`config.mk`:
```
export PLATFORM = sky130hd
export DESIGN_NAME = mcs_ram
export DESIGN_NICKNAME = d
export VERILOG_FILES = /design/src/rtl/core/mcs_ram.sv
export SDC_FILE = /design/constraint.sdc
export NUM_CORES = 1
export LEC_CHECK = 0
export ABC_CLOCK_PERIOD_IN_PS = 5150
export BUFFER_PORTS_ARGS = -buffer_cell sky130_fd_sc_hd__buf_2
export CAP_MARGIN = 10
export CELL_PAD_IN_SITES_DETAIL_PLACEMENT = 1
export CELL_PAD_IN_SITES_GLOBAL_PLACEMENT = 1
export CORE_UTILIZATION = 57
export CTS_BUF_LIST = sky130_fd_sc_hd__clkbuf_8 sky130_fd_sc_hd__clkbuf_16
export DETAILED_ROUTE_END_ITERATION = 7
export PLACE_DENSITY_LB_ADDON = 0.3
export SYNTH_ARGS = -nofsm -noshare
export SYNTH_HDL_FRONTEND = slang
export SYNTH_SLANG_ARGS = --single-unit
```
`constraint.sdc`:
```
create_clock -name clk -period 5.15 [get_ports clk]
set_clock_uncertainty 0.05 [all_clocks]
set_input_delay 0.515 -clock clk [delete_from_list [all_inputs] [get_ports clk]]
set_output_delay 0.515 -clock clk [all_outputs]
set_load 0.005 [all_outputs]
```
`src/rtl/core/mcs_ram.sv`:
```
module mcs_ram #(
  parameter int WIDTH = 8,
  parameter int DEPTH = 32
) (
  input  logic                     clk,
  input  logic                     we,
  input  logic [$clog2(DEPTH)-1:0] waddr,
  input  logic [WIDTH-1:0]         wdata,
  input  logic [$clog2(DEPTH)-1:0] raddr,
  output logic [WIDTH-1:0]         rdata
);

  logic [WIDTH-1:0] mem [DEPTH];

  always_ff @(posedge clk) begin
    if (we) begin
      mem[waddr] <= wdata;
    end
    rdata <= mem[raddr];
  end

endmodule

```
# Word level (Yosys, flattened, before mapping)
# Memory sizes are Yosys's and may differ from the RTL's. A register that Yosys moved wholly into a read port is not among the register bits.
# Index checks and enable logic that the tools add are counted.
dict set report totals {
  regBits 0
  latchBits 0
  mem_bits_rw 256
  romBits 0
  in_bits 20
  out_inout_bits 8
  word_cells 3
  memories 1
}
dict set report classes {
  addsub 0
  n_mul 0
  n_div 0
  magnitude_cmp 0
  n_eq_ne 0
  shifts 0
  muxes 2
  n_bitwise 0
  reduce_logical 0
}
# name depth width rd rd_ports_with_merged_regs wr line_no
set memory_table {}
lappend memory_table {mem 32 8 1 1 1 13} ;# logic [WIDTH-1:0] mem [DEPTH];
# cell n
set ops {}
lappend ops {{$mux 1} 2}

# Depth between registers and ports, before layout
# Gate-level depths: netlist of run 1.
dict set report logic_depth {
  ltp_word 2
  depth_mapped 5
  ltp_nobuf 3
}

# Worst setup path before layout of run 1
# Ideal clock, no wire load.
dict set report synth_timing {
  path_kind {input port to flip-flop}
  start {input port raddr[2]}
  end {register rdata[0] (read register of mem)}
  setup_time_ps 121
  arrival_time_ps 2197
  required_ps 4979
  path_slack_ps 2783
  stages 5
  cell_sequence {clkbuf_1 > clkbuf_1 > mux4_2 > mux4_2 > mux2_2}
}
# element line_no
set synth_lines {}
lappend synth_lines {{start, declared} 9} ;# input logic [$clog2(DEPTH)-1:0] raddr,
lappend synth_lines {{end, declared} 10} ;# output logic [WIDTH-1:0] rdata

==> results.toml, run 1 <==
[clocking]
clock_latency_ps = 520
clock_sinks = 264
h-tree-depth = 1
clock_path_buffers = 3
cts_made_buffers = 25
cts_root_buffer = "clkbuf_16"
postCtsSetupRepairBufs = 0
hold_buffers = 0
tritoncts = "yes"
clk_pin_slew_ps = 70
post_cts_resized = 0

[worst_setup_path]
setup.worst_path.class = "input pin to flip-flop"
end_kind = "flip-flop"
cp.arrival_ps = 3060
r2r_cells = 3
cp.required_ps = 5510
start_kind = "input pin"
rrSetupSlack_ps = 3270
max_stage_delay_ps = 790
r2r-end = "rdata[5]$_DFF_P_"
cp_max_fo = 53
r2r_start = "mem[5][5]$_DFFE_PP_"
cp_slowest_cell = "buf_4"
worstPathCellList = "buf_4 > buf_4 > mux4_2 > mux4_2 > mux2_2"

[global_routing]
grt_max_degree = 54
grt.total_usage = 0.240
grt_overflow = 0
antenna_found_initial = 0
grt_pass1_vias = 4639
grt_pass1_wl_um = 30400

[sta]
finalSetupTns_ps = 0
fin_crit_sh = 0.525
rsz0062_at_grt = "false"
hold-worst-slack_ps = 409
setup_violations = 0
timing.slew.headroom = 0.291
drv_slew = 0
tightestPinTransition_ps = 1060
min_period_ps = 2700
hold_viol = 0
max_freq_mhz = 370

[hold_path]
hold_depth = 2
hold_path_class = "input pin to flip-flop"
hold_end = "rdata[1]$_DFF_P_"
hp-start = "raddr[3]"

[finish]
final_util = 0.651
multi_input_area_mm2 = 0.00210
design_area_mm2 = 0.0112
final_nets = 473
finalNonFillerCells = 696
fillers = 1337
area_growth_pct = 11.6
final_cell_mix = "edfxtp_1, mux4_2, nor2_1, buf_2, clkbuf_16"
n_antenna_cell = 0
drive_above_1_share = 0.344
final_common_cell = "edfxtp_1"
regArea_mm2 = 0.00785

[detailed_routing]
routed_wl_um = 20600
vias = 4435
drt-wirelength-per-cell_um = 29.6
vias_per_cell = 6.37
first_iter_violations = 473
antenna_left = 0
drc_errors = 0
firstDrtPassIters = 5

[synth]
synth_seq_area_share = 0.781
yosys_warnings = 0
syn-cell-area_mm2 = 0.0101
netlist_instances = 417
ys_seq_elements = 264
synth_area_per_cell_um2 = 24.1
mappedNetlistNets = 437
synth_cell_types = 15

[power_and_ir_drop]
p_leak_nw = 3.51
pwr_density_cell_mw_per_mm2 = 399
ir_drop_mv = 0.420

[floorplan]
io_pins = 28
start_util = 0.583
rows = 48
die_h_um = 135
core_area_mm2 = 0.0172
die_area_mm2 = 0.0182
die_w_um = 135

[placement]
dpl.hpwl_um = 12600
globalplace.congestion = 0.748
placed_cell_area_mm2 = 0.0104
port_buffers = 27
placed_cells = 651

[flow_run]
cap_violations = 0

[run_status]
outcome = "completed"
per-layer routing:
layer	GRT usage	wire length, µm	up-vias	share of wire
li1	-	-	1853	-
met1	0.380	9200	2400	0.45
met2	0.363	9960	165	0.48
met3	0.0345	1220	17	0.059
met4	0.0549	254	0	0.012
met5	0	0	-	0
critical path: cells and delay by family:
kind / cells / cell delay (ps)
multiplexers: 3 / 1290
buffers and inverters: 2 / 1210
layout make-up:
cell class / instances / area share
Sequential cell: 264 / 0.700
Multi-Input combinational cell: 133 / 0.187
Clock buffer: 25 / 0.0558
Tap cell: 225 / 0.0251
Clock inverter: 20 / 0.0186
Timing Repair Buffer: 29 / 0.0136
synth_stat cells:
master | n | share of area
or3b_2 | 3 | 0.0026
mux2_2 | 8 | 0.0090
nand3_1 | 2 | 0.0010
edfxtp_1 | 256 | 0.76
dfxtp_1 | 8 | 0.016
nand2_1 | 1 | 0.00037
buf_1 | 6 | 0.0022
or3_1 | 1 | 0.00062
buf_6 | 1 | 0.0011
buf_4 | 6 | 0.0045
clkbuf_1 | 6 | 0.0022
mux4_2 | 80 | 0.18
nand3b_1 | 5 | 0.0037
buf_2 | 1 | 0.00050
nor2_1 | 33 | 0.012
where the power goes:
group / switching, W / internal, W / total [W]
registers: 0.0000111 / 0.00239 / 0.00240
logic: 0.000124 / 0.0000932 / 0.000218
clock network: 0.000763 / 0.00109 / 0.00185
total: 0.000898 / 0.00357 / 0.00447
worst max path at each step:
stage / start / slack (ps) / to
CTS: raddr[0] / 2390 / rdata[5]$_DFF_P_
finish: raddr[0] / 2450 / rdata[5]$_DFF_P_
global route: raddr[0] / 2230 / rdata[2]$_DFF_P_
detailed placement: raddr[0] / 1860 / rdata[6]$_DFF_P_
floorplan: raddr[2] / 2780 / rdata[0]$_DFF_P_
global placement: raddr[0] / 1890 / rdata[6]$_DFF_P_
cells by family after synthesis:
family | after synthesis | synth area share
DFF | 264 | 0.781
muxes | 88 | 0.188
and+or+nand+nor | 45 | 0.0207
buffers and inverters | 20 | 0.0106
sequential cells by signal, indices dropped and copies added, names as in the netlist:
signal and count:
rdata 8, mem 256
through the flow:
stage | setup WS [ps] | power (W)
6_report | 2450 | 0.00447
2_1_floorplan | 2780 | 0.00257
5_1_grt | 2230 | 0.00457
3_3_place_gp | 1890 | 0.00265
4_1_cts | 2390 | 0.00450
3_5_place_dp | 1860 | 0.00266
(Power assumes the default switching activity.)
==> inputs of run 2 (changes only) <==
- ABC_CLOCK_PERIOD_IN_PS: 5150 -> 2180
- CORE_UTILIZATION: 57 -> 50
- clock period: 5.15 -> 2.18 ns (I/O delays scaled with it)
==> run 2 against run 1 <==
  * Sequential share of layout area is 3.5 points lower
  * Clock power grew to 2.7 times the previous value
  * Hold slack worse by 280 ps
  * Non-clock buffer count grew 40
  * First-iteration DRC count rose by 3.6%
  * Via count grew 6.5%
  * Cell area up 5.2%
==> results.toml, run 2 (synthesized netlist as in run 1, its figures left out) <==
[run_status]
outcome = "completed"

[detailed_routing]
vias_per_cell = 6.08
highest_layer = "met4"
firstDrtPassIters = 4
dr_wl_met3_um = 1810
wl_met2_um = 11200
routed_wl_um = 23400
drt-met1-wl_um = 9790
drc_errors = 0
drt-wirelength-per-cell_um = 30.1
antenna_left = 0
first_iter_violations = 490
vias = 4725

[sta]
finalSetupTns_ps = 0
hold_viol = 0
setup_violations = 0
hold-worst-slack_ps = 129
rsz0062_at_grt = "false"
max_freq_mhz = 526
drv_slew = 0
min_period_ps = 1900
fin_crit_sh = 0.871
timing.slew.headroom = 0.556
tightestPinTransition_ps = 666

[worst_setup_path]
setup.worst_path.class = "flip-flop to flip-flop"
end_kind = "flip-flop"
start_kind = "flip-flop"
cp.required_ps = 2530
cp.arrival_ps = 2250
cp_max_fo = 1

[clocking]
tritoncts = "yes"
cts_made_buffers = 26
h-tree-depth = 1
hold_buffers = 0
cts_root_buffer = "clkbuf_16"
clk_pin_slew_ps = 60
clock_path_buffers = 3
post_cts_resized = 0
clock_latency_ps = 530
clock_sinks = 264
postCtsSetupRepairBufs = 0

[flow_run]
cap_violations = 0

[placement]
globalplace.congestion = 0.794
placed_cell_area_mm2 = 0.0108
dpl.hpwl_um = 14600
port_buffers = 27

[power_and_ir_drop]
ir_drop_mv = 0.696
p_leak_nw = 3.81
pwr_density_cell_mw_per_mm2 = 953

[finish]
area_growth_pct = 17.3
n_antenna_cell = 0
final_common_cell = "edfxtp_1"
drive_above_1_share = 0.387
design_area_mm2 = 0.0118
largest_reg_flops = 256
final_util = 0.602
final_cell_mix = "edfxtp_1, mux4_2, buf_4, nor2_1, clkbuf_16"
largest-register = "mem"
final_nets = 514
reg_top3 = "mem x256, rdata x8"

[floorplan]
rows = 51
core_area_mm2 = 0.0196
start_util = 0.513
die_w_um = 144
io_pins = 28
die_h_um = 144
die_area_mm2 = 0.0207

[global_routing]
grt_overflow = 0
grt_pass1_wl_um = 33900
grt_pass1_vias = 4995
grt.total_usage = 0.241
grt_max_degree = 33
antenna_found_initial = 0

[hold_path]
hold_path_class = "input pin to flip-flop"
## run 2: cell count changes in the layout (fill, tap and decap cells not counted)
cell	delta
buf_4	+32
buf_12	+8
clkinv_2	-8
bufinv_16	+4
clkinv_1	+3
clkbuf_16	+2
inv_1	+2
inv_6	-2
## run 2: critical path, cell delays in order, from the launching register on
cell      delay, ps
edfxtp_1        370
mux4_2          540
mux4_2          520
mux2_2          290
## run 2: worst paths after layout
path,start,end,slack [ps],cells after the start
max,mem[29][2]$_DFFE_PP_,rdata[2]$_DFF_P_,280,3
max reg2reg,mem[29][2]$_DFFE_PP_,rdata[2]$_DFF_P_,280,3
min reg2reg,mem[6][4]$_DFFE_PP_,rdata[4]$_DFF_P_,870,3
min,raddr[3],rdata[4]$_DFF_P_,130,2
## run 2: layout make-up
type	count	area (µm²)
flip-flops and latches	264	7850
fillers	1620	7790
multi-input cells	133	2100
clock buffers	27	676
repair buffers	69	553
well taps	265	332
clock inverters	19	290
## run 2: metal layers
layer	up-vias	GRT usage
li1	1931	-
met1	2536	0.356
met2	215	0.376
met3	43	0.0367
met4	0	0.0728
met5	-	0
## run 2: through the flow
| stage | total power [W] | setup WS, ps | std cells |
|---|---|---|---|
| 6_report | 0.0112 | 280 | 777 |
| 5_1_grt | 0.0115 | 263 | 777 |
| 4_1_cts | 0.0113 | 267 | 777 |
| 3_5_place_dp | 0.00635 | -50.5 | 731 |
| 3_3_place_gp | 0.00632 | -35.0 | 731 |
| 2_1_floorplan | 0.00607 | 110 | 417 |
## run 2: where the power goes
part           leakage (nW)  internal [W]  switching, W
logic                 0.959      0.000257      0.000317
clock network         0.478       0.00317       0.00182
registers              2.37       0.00564     0.0000301
total                  3.81       0.00907       0.00217
