--- src/rtl/core/mcs_pkg.sv ---
package mcs_pkg;

  localparam int NUM_STATES  = 32;
  localparam int WEIGHT_BITS = 16;

  // widths of the ports fixed by the item fields
  localparam int OP_W      = 2;
  localparam int IN_WGT_W  = 16;
  localparam int VALUE_W   = 32;
  localparam int FRAC_W    = 16;
  localparam int STATUS_W  = 2;

  localparam int IDX_W     = $clog2(NUM_STATES);
  localparam int CNT_W     = $clog2(NUM_STATES + 1);
  localparam int WADDR_W   = 2 * IDX_W;
  localparam int W_DEPTH   = NUM_STATES * NUM_STATES;
  localparam int TOTAL_W   = WEIGHT_BITS + IDX_W;
  localparam int THR_W     = TOTAL_W + FRAC_W;

  localparam int CFG_IDX_W  = 2;
  localparam int CFG_DATA_W = 6;

  localparam logic [OP_W-1:0] OP_WR_WEIGHT = 2'd0;
  localparam logic [OP_W-1:0] OP_WR_VALUE  = 2'd1;
  localparam logic [OP_W-1:0] OP_STEP      = 2'd2;
  localparam logic [OP_W-1:0] OP_RESTART   = 2'd3;

  localparam logic [STATUS_W-1:0] ST_DONE = 2'd0;
  localparam logic [STATUS_W-1:0] ST_ACK  = 2'd1;
  localparam logic [STATUS_W-1:0] ST_ZERO = 2'd2;

  localparam logic [CFG_IDX_W-1:0] CFG_START = 2'd0;
  localparam logic [CFG_IDX_W-1:0] CFG_USED  = 2'd1;

  typedef struct packed {
    logic [IDX_W-1:0] start_state;
    logic [CNT_W-1:0] states_in_use;
  } mcs_cfg_t;

  typedef struct packed {
    logic                   w_we;
    logic [WADDR_W-1:0]     w_waddr;
    logic [WEIGHT_BITS-1:0] w_wdata;
    logic [WADDR_W-1:0]     w_raddr;
    logic                   t_we;
    logic [IDX_W-1:0]       t_waddr;
    logic [TOTAL_W-1:0]     t_wdata;
    logic [IDX_W-1:0]       t_raddr;
    logic                   v_we;
    logic [IDX_W-1:0]       v_waddr;
    logic [VALUE_W-1:0]     v_wdata;
    logic [IDX_W-1:0]       v_raddr;
  } mcs_mem_req_t;

  typedef struct packed {
    logic [WEIGHT_BITS-1:0] w_rdata;
    logic [TOTAL_W-1:0]     t_rdata;
    logic [VALUE_W-1:0]     v_rdata;
  } mcs_mem_rsp_t;

endpackage

--- src/rtl/core/mcs_ctrl.sv ---
module mcs_ctrl (
  input  logic                            clk,
  input  logic                            rst_n,
  input  logic                            start,
  output logic                            busy,
  input  logic [mcs_pkg::OP_W-1:0]        in_operation,
  input  logic [mcs_pkg::IDX_W-1:0]       in_from_index,
  input  logic [mcs_pkg::IDX_W-1:0]       in_to_index,
  input  logic [mcs_pkg::IN_WGT_W-1:0]    in_weight,
  input  logic [mcs_pkg::VALUE_W-1:0]     in_value_in,
  input  logic [mcs_pkg::FRAC_W-1:0]      in_uniform_draw,
  input  mcs_pkg::mcs_cfg_t               cfg,
  output mcs_pkg::mcs_mem_req_t           mem_req,
  input  mcs_pkg::mcs_mem_rsp_t           mem_rsp,
  output logic                            out_valid,
  output logic [mcs_pkg::IDX_W-1:0]       out_state_index,
  output logic [mcs_pkg::VALUE_W-1:0]     out_state_value,
  output logic [mcs_pkg::STATUS_W-1:0]    out_status
);
  import mcs_pkg::*;

  localparam int SW = 3;
  localparam logic [SW-1:0] S_CLEAR = 3'd0;
  localparam logic [SW-1:0] S_IDLE  = 3'd1;
  localparam logic [SW-1:0] S_WWR   = 3'd2;
  localparam logic [SW-1:0] S_SUM   = 3'd3;
  localparam logic [SW-1:0] S_THR   = 3'd4;
  localparam logic [SW-1:0] S_SRCH  = 3'd5;
  localparam logic [SW-1:0] S_VRD   = 3'd6;
  localparam logic [SW-1:0] S_VOUT  = 3'd7;

  logic [SW-1:0]          state_r, state_nxt;
  logic [WADDR_W-1:0]     clr_r, clr_nxt;
  logic [IDX_W-1:0]       cur_r, cur_nxt;
  logic [IDX_W-1:0]       from_r, from_nxt;
  logic [IDX_W-1:0]       to_r, to_nxt;
  logic [WEIGHT_BITS-1:0] weight_r, weight_nxt;
  logic [FRAC_W-1:0]      draw_r, draw_nxt;
  logic [IDX_W-1:0]       col_r, col_nxt;
  logic [TOTAL_W-1:0]     acc_r, acc_nxt;
  logic [THR_W-1:0]       thr_r, thr_nxt;
  logic [STATUS_W-1:0]    status_r, status_nxt;
  logic                   out_valid_r, out_valid_nxt;
  logic [IDX_W-1:0]       out_index_r, out_index_nxt;
  logic [VALUE_W-1:0]     out_value_r, out_value_nxt;
  logic [STATUS_W-1:0]    out_status_r, out_status_nxt;

  logic                   accept;
  logic [CNT_W-1:0]       used_n;
  logic [IDX_W-1:0]       last_col;
  logic                   full;
  logic                   from_ok, to_ok;
  logic [IDX_W-1:0]       start_sat;
  logic [TOTAL_W-1:0]     total_src;
  logic [TOTAL_W-1:0]     cum_nxt;
  logic [THR_W-1:0]       cum_sh;
  logic [THR_W-1:0]       prod;
  logic                   hit;
  logic [IDX_W-1:0]       col_inc;

  assign busy   = (state_r != S_IDLE);
  assign accept = start && !busy;

  // clamp the sampling range to [2, NUM_STATES]
  always_comb begin
    if (cfg.states_in_use < CNT_W'(2)) begin
      used_n = CNT_W'(2);
    end else if (cfg.states_in_use > CNT_W'(NUM_STATES)) begin
      used_n = CNT_W'(NUM_STATES);
    end else begin
      used_n = cfg.states_in_use;
    end
  end

  assign last_col  = IDX_W'(used_n - CNT_W'(1));
  assign full      = (used_n == CNT_W'(NUM_STATES));
  assign from_ok   = ({1'b0, in_from_index} < CNT_W'(NUM_STATES));
  assign to_ok     = ({1'b0, in_to_index} < CNT_W'(NUM_STATES));
  assign start_sat = ({1'b0, cfg.start_state} < CNT_W'(NUM_STATES)) ?
                     cfg.start_state : IDX_W'(NUM_STATES - 1);

  // the stored row total only covers the full row
  assign total_src = full ? mem_rsp.t_rdata : acc_r;
  assign cum_nxt   = acc_r + TOTAL_W'(mem_rsp.w_rdata);
  assign cum_sh    = {cum_nxt, FRAC_W'(0)};
  assign prod      = THR_W'(draw_r) * THR_W'(total_src);
  assign hit       = (cum_sh > thr_r);
  assign col_inc   = col_r + IDX_W'(1);

  always_comb begin
    mem_req.w_we    = 1'b0;
    mem_req.w_waddr = {from_r, to_r};
    mem_req.w_wdata = weight_r;
    mem_req.w_raddr = {cur_r, IDX_W'(0)};
    mem_req.t_we    = 1'b0;
    mem_req.t_waddr = from_r;
    mem_req.t_wdata = mem_rsp.t_rdata - TOTAL_W'(mem_rsp.w_rdata) + TOTAL_W'(weight_r);
    mem_req.t_raddr = cur_r;
    mem_req.v_we    = 1'b0;
    mem_req.v_waddr = in_from_index;
    mem_req.v_wdata = in_value_in;
    mem_req.v_raddr = cur_r;

    case (state_r)
      S_CLEAR: begin
        mem_req.w_we    = 1'b1;
        mem_req.w_waddr = clr_r;
        mem_req.w_wdata = '0;
        mem_req.t_we    = 1'b1;
        mem_req.t_waddr = clr_r[IDX_W-1:0];
        mem_req.t_wdata = '0;
        mem_req.v_we    = 1'b1;
        mem_req.v_waddr = clr_r[IDX_W-1:0];
        mem_req.v_wdata = '0;
      end
      S_IDLE: begin
        if (accept && in_operation == OP_WR_WEIGHT) begin
          mem_req.w_raddr = {in_from_index, in_to_index};
          mem_req.t_raddr = in_from_index;
        end
        mem_req.v_we = accept && (in_operation == OP_WR_VALUE) && from_ok;
      end
      S_WWR: begin
        mem_req.w_we = 1'b1;
        mem_req.t_we = 1'b1;
      end
      S_SUM, S_SRCH: begin
        mem_req.w_raddr = {cur_r, col_inc};
      end
      default: begin
      end
    endcase
  end

  always_comb begin
    state_nxt      = state_r;
    clr_nxt        = clr_r;
    cur_nxt        = cur_r;
    from_nxt       = from_r;
    to_nxt         = to_r;
    weight_nxt     = weight_r;
    draw_nxt       = draw_r;
    col_nxt        = col_r;
    acc_nxt        = acc_r;
    thr_nxt        = thr_r;
    status_nxt     = status_r;
    out_valid_nxt  = 1'b0;
    out_index_nxt  = out_index_r;
    out_value_nxt  = out_value_r;
    out_status_nxt = out_status_r;

    case (state_r)
      S_CLEAR: begin
        clr_nxt = clr_r + WADDR_W'(1);
        if (clr_r == '1) begin
          state_nxt = S_IDLE;
        end
      end
      S_IDLE: begin
        if (accept) begin
          from_nxt   = in_from_index;
          to_nxt     = in_to_index;
          weight_nxt = in_weight[WEIGHT_BITS-1:0];
          draw_nxt   = in_uniform_draw;
          status_nxt = ST_ACK;
          col_nxt    = '0;
          acc_nxt    = '0;
          case (in_operation)
            OP_WR_WEIGHT: state_nxt = (from_ok && to_ok) ? S_WWR : S_VRD;
            OP_WR_VALUE:  state_nxt = S_VRD;
            OP_STEP:      state_nxt = full ? S_THR : S_SUM;
            default: begin
              cur_nxt   = start_sat;
              state_nxt = S_VRD;
            end
          endcase
        end
      end
      S_WWR: begin
        state_nxt = S_VRD;
      end
      S_SUM: begin
        acc_nxt = cum_nxt;
        col_nxt = col_inc;
        if (col_r == last_col) begin
          state_nxt = S_THR;
        end
      end
      S_THR: begin
        thr_nxt = prod;
        acc_nxt = '0;
        col_nxt = '0;
        if (total_src == '0) begin
          // hold the state on an empty row
          status_nxt = ST_ZERO;
          state_nxt  = S_VRD;
        end else begin
          state_nxt = S_SRCH;
        end
      end
      S_SRCH: begin
        acc_nxt = cum_nxt;
        col_nxt = col_inc;
        // the last used column always closes the search
        if (hit || col_r == last_col) begin
          cur_nxt    = col_r;
          status_nxt = ST_DONE;
          state_nxt  = S_VRD;
        end
      end
      S_VRD: begin
        state_nxt = S_VOUT;
      end
      S_VOUT: begin
        out_valid_nxt  = 1'b1;
        out_index_nxt  = cur_r;
        out_value_nxt  = mem_rsp.v_rdata;
        out_status_nxt = status_r;
        state_nxt      = S_IDLE;
      end
      default: begin
        state_nxt = S_IDLE;
      end
    endcase
  end

  always_ff @(posedge clk) begin
    if (!rst_n) begin
      state_r     <= S_CLEAR;
      clr_r       <= '0;
      cur_r       <= '0;
      out_valid_r <= 1'b0;
    end else begin
      state_r     <= state_nxt;
      clr_r       <= clr_nxt;
      cur_r       <= cur_nxt;
      out_valid_r <= out_valid_nxt;
    end
  end

  always_ff @(posedge clk) begin
    from_r       <= from_nxt;
    to_r         <= to_nxt;
    weight_r     <= weight_nxt;
    draw_r       <= draw_nxt;
    col_r        <= col_nxt;
    acc_r        <= acc_nxt;
    thr_r        <= thr_nxt;
    status_r     <= status_nxt;
    out_index_r  <= out_index_nxt;
    out_value_r  <= out_value_nxt;
    out_status_r <= out_status_nxt;
  end

  assign out_valid       = out_valid_r;
  assign out_state_index = out_index_r;
  assign out_state_value = out_value_r;
  assign out_status      = out_status_r;

endmodule

--- config.mk ---
export PLATFORM = sky130hd
export DESIGN_NAME = mcs_ctrl
export DESIGN_NICKNAME = d
export VERILOG_FILES = /design/src/rtl/core/mcs_pkg.sv /design/src/rtl/core/mcs_ctrl.sv
export SDC_FILE = /design/constraint.sdc
export NUM_CORES = 1
export LEC_CHECK = 0
export BUFFER_PORTS_ARGS = -buffer_cell sky130_fd_sc_hd__buf_2
export CAP_MARGIN = 20
export CORE_MARGIN = 2
export CORE_UTILIZATION = 55
export DETAILED_ROUTE_END_ITERATION = 12
export PLACE_DENSITY = 0.77
export SLEW_MARGIN = 40
export SYNTH_ARGS = -nofsm -noshare
export SYNTH_HDL_FRONTEND = slang
export SYNTH_SLANG_ARGS = --single-unit
--- constraint.sdc ---
create_clock -name clk -period 10.95 [get_ports clk]
set_input_delay 0.5475 -clock clk [delete_from_list [all_inputs] [get_ports clk]]
set_output_delay 0.5475 -clock clk [all_outputs]
set_load 0.005 [all_outputs]
### Word-level counts from Yosys, hierarchy flattened

Index checks and enable logic that the tools add are counted.
Widths: inputs -> output; s select.

| operators by class | value |
|---|---|
| shifts and indexed selects | 0 |
| $mul | 1 |
| $lt $le $gt $ge | 3 |
| bitwise gates (word level) | 0 |
| div/mod/pow operators | 0 |
| mux-type cells | 33 |
| eq/ne operators | 19 |
| add/sub/neg operators | 6 |
| reduce and logical (&&, ||, !) cells | 19 |

Operators by type and width:

| cell | count |
|---|---|
| $pmux 21 s3 | 1 |
| $mux 26 | 2 |
| $add 21x16->21 | 2 |
| $mux 21 | 2 |
| $gt 37x37->1 | 1 |
| $mul 16x21->37 | 1 |
| $mux 37 | 1 |
| $mux 5 | 6 |
| $pmux 3 s8 | 1 |
| $logic_not 21->1 | 1 |
| $sub 21x16->21 | 1 |
| $pmux 10 s2 | 1 |
| $mux 3 | 5 |
| $pmux 5 s3 | 1 |
| $eq 3x3->1 const B | 4 |
| $mux 6 | 2 |
| $ne 2x2->1 const B | 6 |
| $reduce_and 4->1 | 3 |
| $add 10x1->10 const B | 1 |
| $eq 10x10->1 const B | 1 |
| $mux 10 | 1 |
| $pmux 5 s2 | 1 |
| $mux 2 | 4 |
| $eq 3x2->1 const B | 2 |
| other kinds (24) | 30 |

| storage, ports and cells | value |
|---|---|
| bits in latches | 0 |
| output and inout port bits | 153 |
| memories kept | 0 |
| bits in registers | 165 |
| bits in writable memories | 0 |
| bits in read-only memories | 0 |
| logic and storage cells | 96 |

### Longest topological paths before layout

| depth | value |
|---|---|
| depth in word-level cells | 8 |
| depth in mapped cells | 32 |
| depth with buffers taken out | 29 |

### Worst setup path before layout

Ideal clock, no wire load.

| path | value |
|---|---|
| path type | input -> register |
| start | input port cfg[5] (netlist name) |
| end | register thr_r[33] (data pin) |
| stages | 29 |
| setup time | 0.135 ns |
| buffers on the path | 4 |
| data arrival time | 7.737 ns |
| slack | 3.078 ns |
| cell sequence | buf_6 > nor3b_1 > inv_1 > ha_1 > nand2_1 > clkbuf_1 > clkbuf_1 > nand2_1 > o21ai_0 > clkbuf_1 > nand2_1 > fa_1 > inv_1 > fa_1 > inv_1 > fa_1 > fa_1 > inv_1 > fa_1 > fa_1 > ha_1 > o21a_1 > o2111a_1 > a2bb2oi_1 > a21oi_1 > o221ai_1 > a211oi_1 > or4b_2 > nand3_1 |

| on the way | value |
|---|---|
| word-level cells in the longest chain between the ends | 6 |

Ends and longest elaborated chain:

| what | line | source |
|---|---|---|
| start, declared | mcs_ctrl.sv:12 | `input mcs_pkg::mcs_cfg_t cfg,` |
| $gt 6x6->1 | mcs_ctrl.sv:68 | `end else if (cfg.states_in_use > CNT_W'(NUM_STATES)) begin` |
| $mux 6 | mcs_ctrl.sv:68 |  |
| $mux 6 (*) | mcs_ctrl.sv:66 | `if (cfg.states_in_use < CNT_W'(2)) begin` |
| $eq 6x6->1 (*) | mcs_ctrl.sv:76 | `assign full = (used_n == CNT_W'(NUM_STATES));` |
| $mux 21 (*) | mcs_ctrl.sv:83 | `assign total_src = full ? mem_rsp.t_rdata : acc_r;` |
| $mul 16x21->37 (*) | mcs_ctrl.sv:86 | `assign prod = THR_W'(draw_r) * THR_W'(total_src);` |
| named net prod[33] | mcs_ctrl.sv:57 | `logic [THR_W-1:0] prod;` |
| end signal, assigned | mcs_ctrl.sv:248 | `thr_r <= thr_nxt;` |
| end, declared | mcs_ctrl.sv:41 | `logic [THR_W-1:0] thr_r, thr_nxt;` |

Mark *: on every way through the listed nets, which the timed path passes. The rest lies on a longest branch.
A chain may end at the register's enable or synchronous reset.

### Worst setup path in the final report

| path | value |
|---|---|
| start | input port cfg[4] (netlist name) |
| end | register thr_r[33] (data pin) |

Same word-level chain as after synthesis.

==> results_dict.tcl <==
set metrics [dict create \
    crit_path_frequent_cell "fa_1" \
    max_stage_delay_ns 0.64 \
    finClkSkew_ns 0.0197 \
    syn_area_sq_mm 0.0207 \
    fmax_mhz 127 \
    synth_cells 2218 \
    die_h_um 198 \
    netlist.area_leader.share 0.271 \
    reg2reg_slack_ns 4.00 \
    synth_top_family_by_area "adder cells" \
    synth_compound_area_frac 0.0804 \
    yosysTopAreaCell "fa_1" \
    crit_type "in -> reg" \
    async_reset_ff_frac 0 \
    cts_made_buffers 17 \
    antenna_found_initial 4 \
    synth.area.top_cells "fa_1 (27%), edfxtp_1 (21%), ha_1 (10%)" \
    fin_setup_tns_ns 0 \
    yosys.area_share.simple 0.172 \
    rsz0062_at_grt "false" \
    coreArea_sq_mm 0.0374 \
    wl_um 55900 \
    crit_buf_inv 7 \
    post-cts-setup-buffers 0 \
    htreeDepth 4 \
    met2_length_um 27200 \
    fin_crit_sh 0.720 \
    cts.repair.resized 0 \
    status "finished clean" \
    hold_depth 1 \
    worstMarginPinSlew_ns 0.905 \
    cts_tree "built" \
    hold_viol_final 0 \
    clk_pin_slew_ns 0.08 \
    clockBufferDepth 2 \
    utilization 0.629 \
    dp_hpwl_um 44100 \
    rr_startpoint "acc_r[11]" \
    crit_fanout 29 \
    synthMuxAreaShare 0.0196 \
    synth_xor_area_frac 0.0308 \
    reg2reg_depth 20 \
    r2r_end "thr_r[33]" \
    root_buffer "clkbuf_16" \
    grt.overflow.total 0 \
    hold_path.class "in -> reg" \
    io_buffers 311 \
    ys.warnings.count 0 \
    num_rows 71 \
    drt_first_iter_violations 1386 \
    synthFlopType "edfxtp_1" \
    route.vias.total 16700 \
    holdPathEnd "draw_r[7]" \
    slew_viol_final 0 \
    track_usage 0.289 \
    io_pins 312 \
    grt_max_degree 57 \
    first_pass_iters 5 \
    met1_length_um 23200 \
    drive_above_1_share 0.165 \
    cts.sinks 165 \
    period_needed_ns 7.88 \
    die_area_sq_mm 0.0393 \
    synthesis.nets 2829 \
    setup_viol_count_final 0 \
    routed.top_layer "met5" \
    syn_area_per_cell_sq_um 9.35 \
    synth.distinct_cells 75 \
    leakage_nw 11.8 \
    nets 3100 \
    end_kind "flip-flop" \
    synth_fa_ha_area_frac 0.374 \
    drcViolationCount 0 \
    vdd_drop_max_uv 249 \
    route.met3.wl_um 3960 \
    wl_per_cell_um 18.5 \
    fp.dieW_um 198 \
    ant_nets 0 \
    relSlewSlack 0.397 \
    initial_core_util 0.554 \
    min-delay-start "in_uniform_draw[7]" \
    yosysSeqAreaShare 0.230 \
    cap_viol_max_count 0 \
    cp-start-kind "primary input" \
    grt_pass1_vias 16800 \
    slowest_stage "or4b_2" \
    place.gp.congestion 0.931 \
    worstPathRequired_ns 11.27 \
    area_growth_syn_to_layout_pct 13.5 \
    critPathTopFamily "adder cells" \
    cts-hold-fix-buffers 0 \
    power_density_mw_per_mm2 182 \
    clk_latency_ns 0.47 \
    grt_pass1_wl_um 87800 \
    synth_seq_cells 165 \
    arrival_ns 8.20 \
    viasPerCell 5.52 \
    synth_edf_count 146 \
]
[placed cells by master, fill, tap and decap left out, drive strengths merged, types with 7 or more instances in the layout]
master / Yosys / layout
xnor2: 48 / 48
and3: 17 / 17
ha: 171 / 171
nand4: 9 / 9
and2: 193 / 193
edfxtp: 146 / 146
a21o: 40 / 40
o21a: 7 / 7
mux2i: 11 / 11
xor2: 25 / 25
a21oi: 71 / 71
nand2b: 16 / 16
a211oi: 10 / 10
mux2: 26 / 26
or3: 9 / 9
dfxtp: 19 / 19
o21ai: 57 / 57
nor2: 80 / 80
inv: 421 / 431
buf: 5 / 337
o21bai: 12 / 12
nand3: 20 / 20
a31oi: 7 / 7
nor4: 11 / 11
fa: 281 / 281
nor3: 18 / 18
nand2: 320 / 320
clkbuf: 80 / 17
[where the power goes]
group	total [mW]	internal, mW	switching [mW]
logic	2.80	1.16	1.64
clock network	0.660	0.338	0.322
registers	0.816	0.815	0.00106
total	4.28	2.32	1.96
[metrics by stage]
stage	hold WS, ns	setup slack [ns]	total power, mW	std cells	cell area [sq um]
6_report	0.248	3.07	4.28	3016	23500
5_1_grt	0.233	2.57	4.66	3015	23500
4_1_cts	0.236	3.07	4.27	3005	23400
3_5_place_dp	0.412	2.62	3.58	2973	22800
3_3_place_gp	0.408	2.79	3.53	2972	22700
2_1_floorplan	0.400	3.08	2.95	2218	20700
[registers in the layout, indices dropped and copies added (netlist names)]
register / flops
acc_r: 21
clr_r: 10
col_r: 5
cur_r: 5
draw_r: 16
from_r: 5
out_state_index: 5
out_state_value: 32
out_status: 2
out_valid: 1
state_r: 3
status_r: 2
thr_r: 37
to_r: 5
weight_r: 16
[how the worst max path moves through the flow]
| stage | start | end | slack, ns | cells past startpoint |
|---|---|---|---|---|
| 6_report | cfg[4] | thr_r[33] | 3.07 | 29 |
| 3_3_place_gp | cfg[5] | thr_r[33] | 2.79 | 28 |
| 4_1_cts | cfg[4] | thr_r[33] | 3.07 | 29 |
| 2_1_floorplan | cfg[5] | thr_r[33] | 3.08 | 29 |
| 5_1_grt | cfg[4] | thr_r[33] | 2.57 | 29 |
| 3_5_place_dp | cfg[4] | thr_r[33] | 2.62 | 29 |
[synthesized netlist by cell type, types with 3 or more instances]
| cell type | count |
|---|---|
| clkbuf_1 | 80 |
| edfxtp_1 | 146 |
| nand2b_1 | 16 |
| a21oi_1 | 71 |
| mux2_2 | 25 |
| a2bb2oi_1 | 3 |
| o21ai_1 | 5 |
| o21a_1 | 7 |
| inv_1 | 421 |
| or3_1 | 9 |
| nand2_1 | 320 |
| and3_1 | 17 |
| or4_1 | 3 |
| a21boi_0 | 4 |
| a211oi_1 | 10 |
| and4_1 | 6 |
| o31ai_1 | 6 |
| nand3_1 | 20 |
| and2_1 | 191 |
| mux2i_1 | 11 |
| a2111oi_0 | 4 |
| nor3b_1 | 5 |
| nor4_1 | 10 |
| o21bai_1 | 12 |
| fa_1 | 281 |
| dfxtp_1 | 19 |
| nor2b_1 | 6 |
| a221oi_1 | 3 |
| xnor2_1 | 48 |
| xor2_1 | 25 |
| o21ai_0 | 52 |
| a31oi_1 | 7 |
| nand4_1 | 9 |
| nor3_1 | 18 |
| a21o_1 | 40 |
| a2111o_1 | 3 |
| ha_1 | 171 |
| nor2_1 | 80 |
| o22ai_1 | 3 |
| o211ai_1 | 5 |
[area by class of cell]
cell class	count	area (sq um)
inverter	421	1580
sequential	165	4770
clock inverter	15	215
timing repair buffer	337	1810
fill	3033	13900
multi-input combinational	1547	14100
clock buffer	17	425
antenna	3	7.51
tap	511	639
[cells by family (layout without fill, tap and decap cells)]
kind of cell	after synthesis	count (layout)
AOI/OAI and AO/OA	258	258
xor gates and xnor gates	73	73
adders and majority gates	452	452
buffers and inverters	506	790
DFF	165	165
muxes	37	37
other	0	3
and+or+nand+nor	727	727
[per-layer routing]
layer,vias up,global-route usage
met3,115,0.0484
li1,7586,-
met1,8249,0.382
met4,2,0.104
met2,709,0.482
met5,-,0
Power figures use the tool's default switching activity.
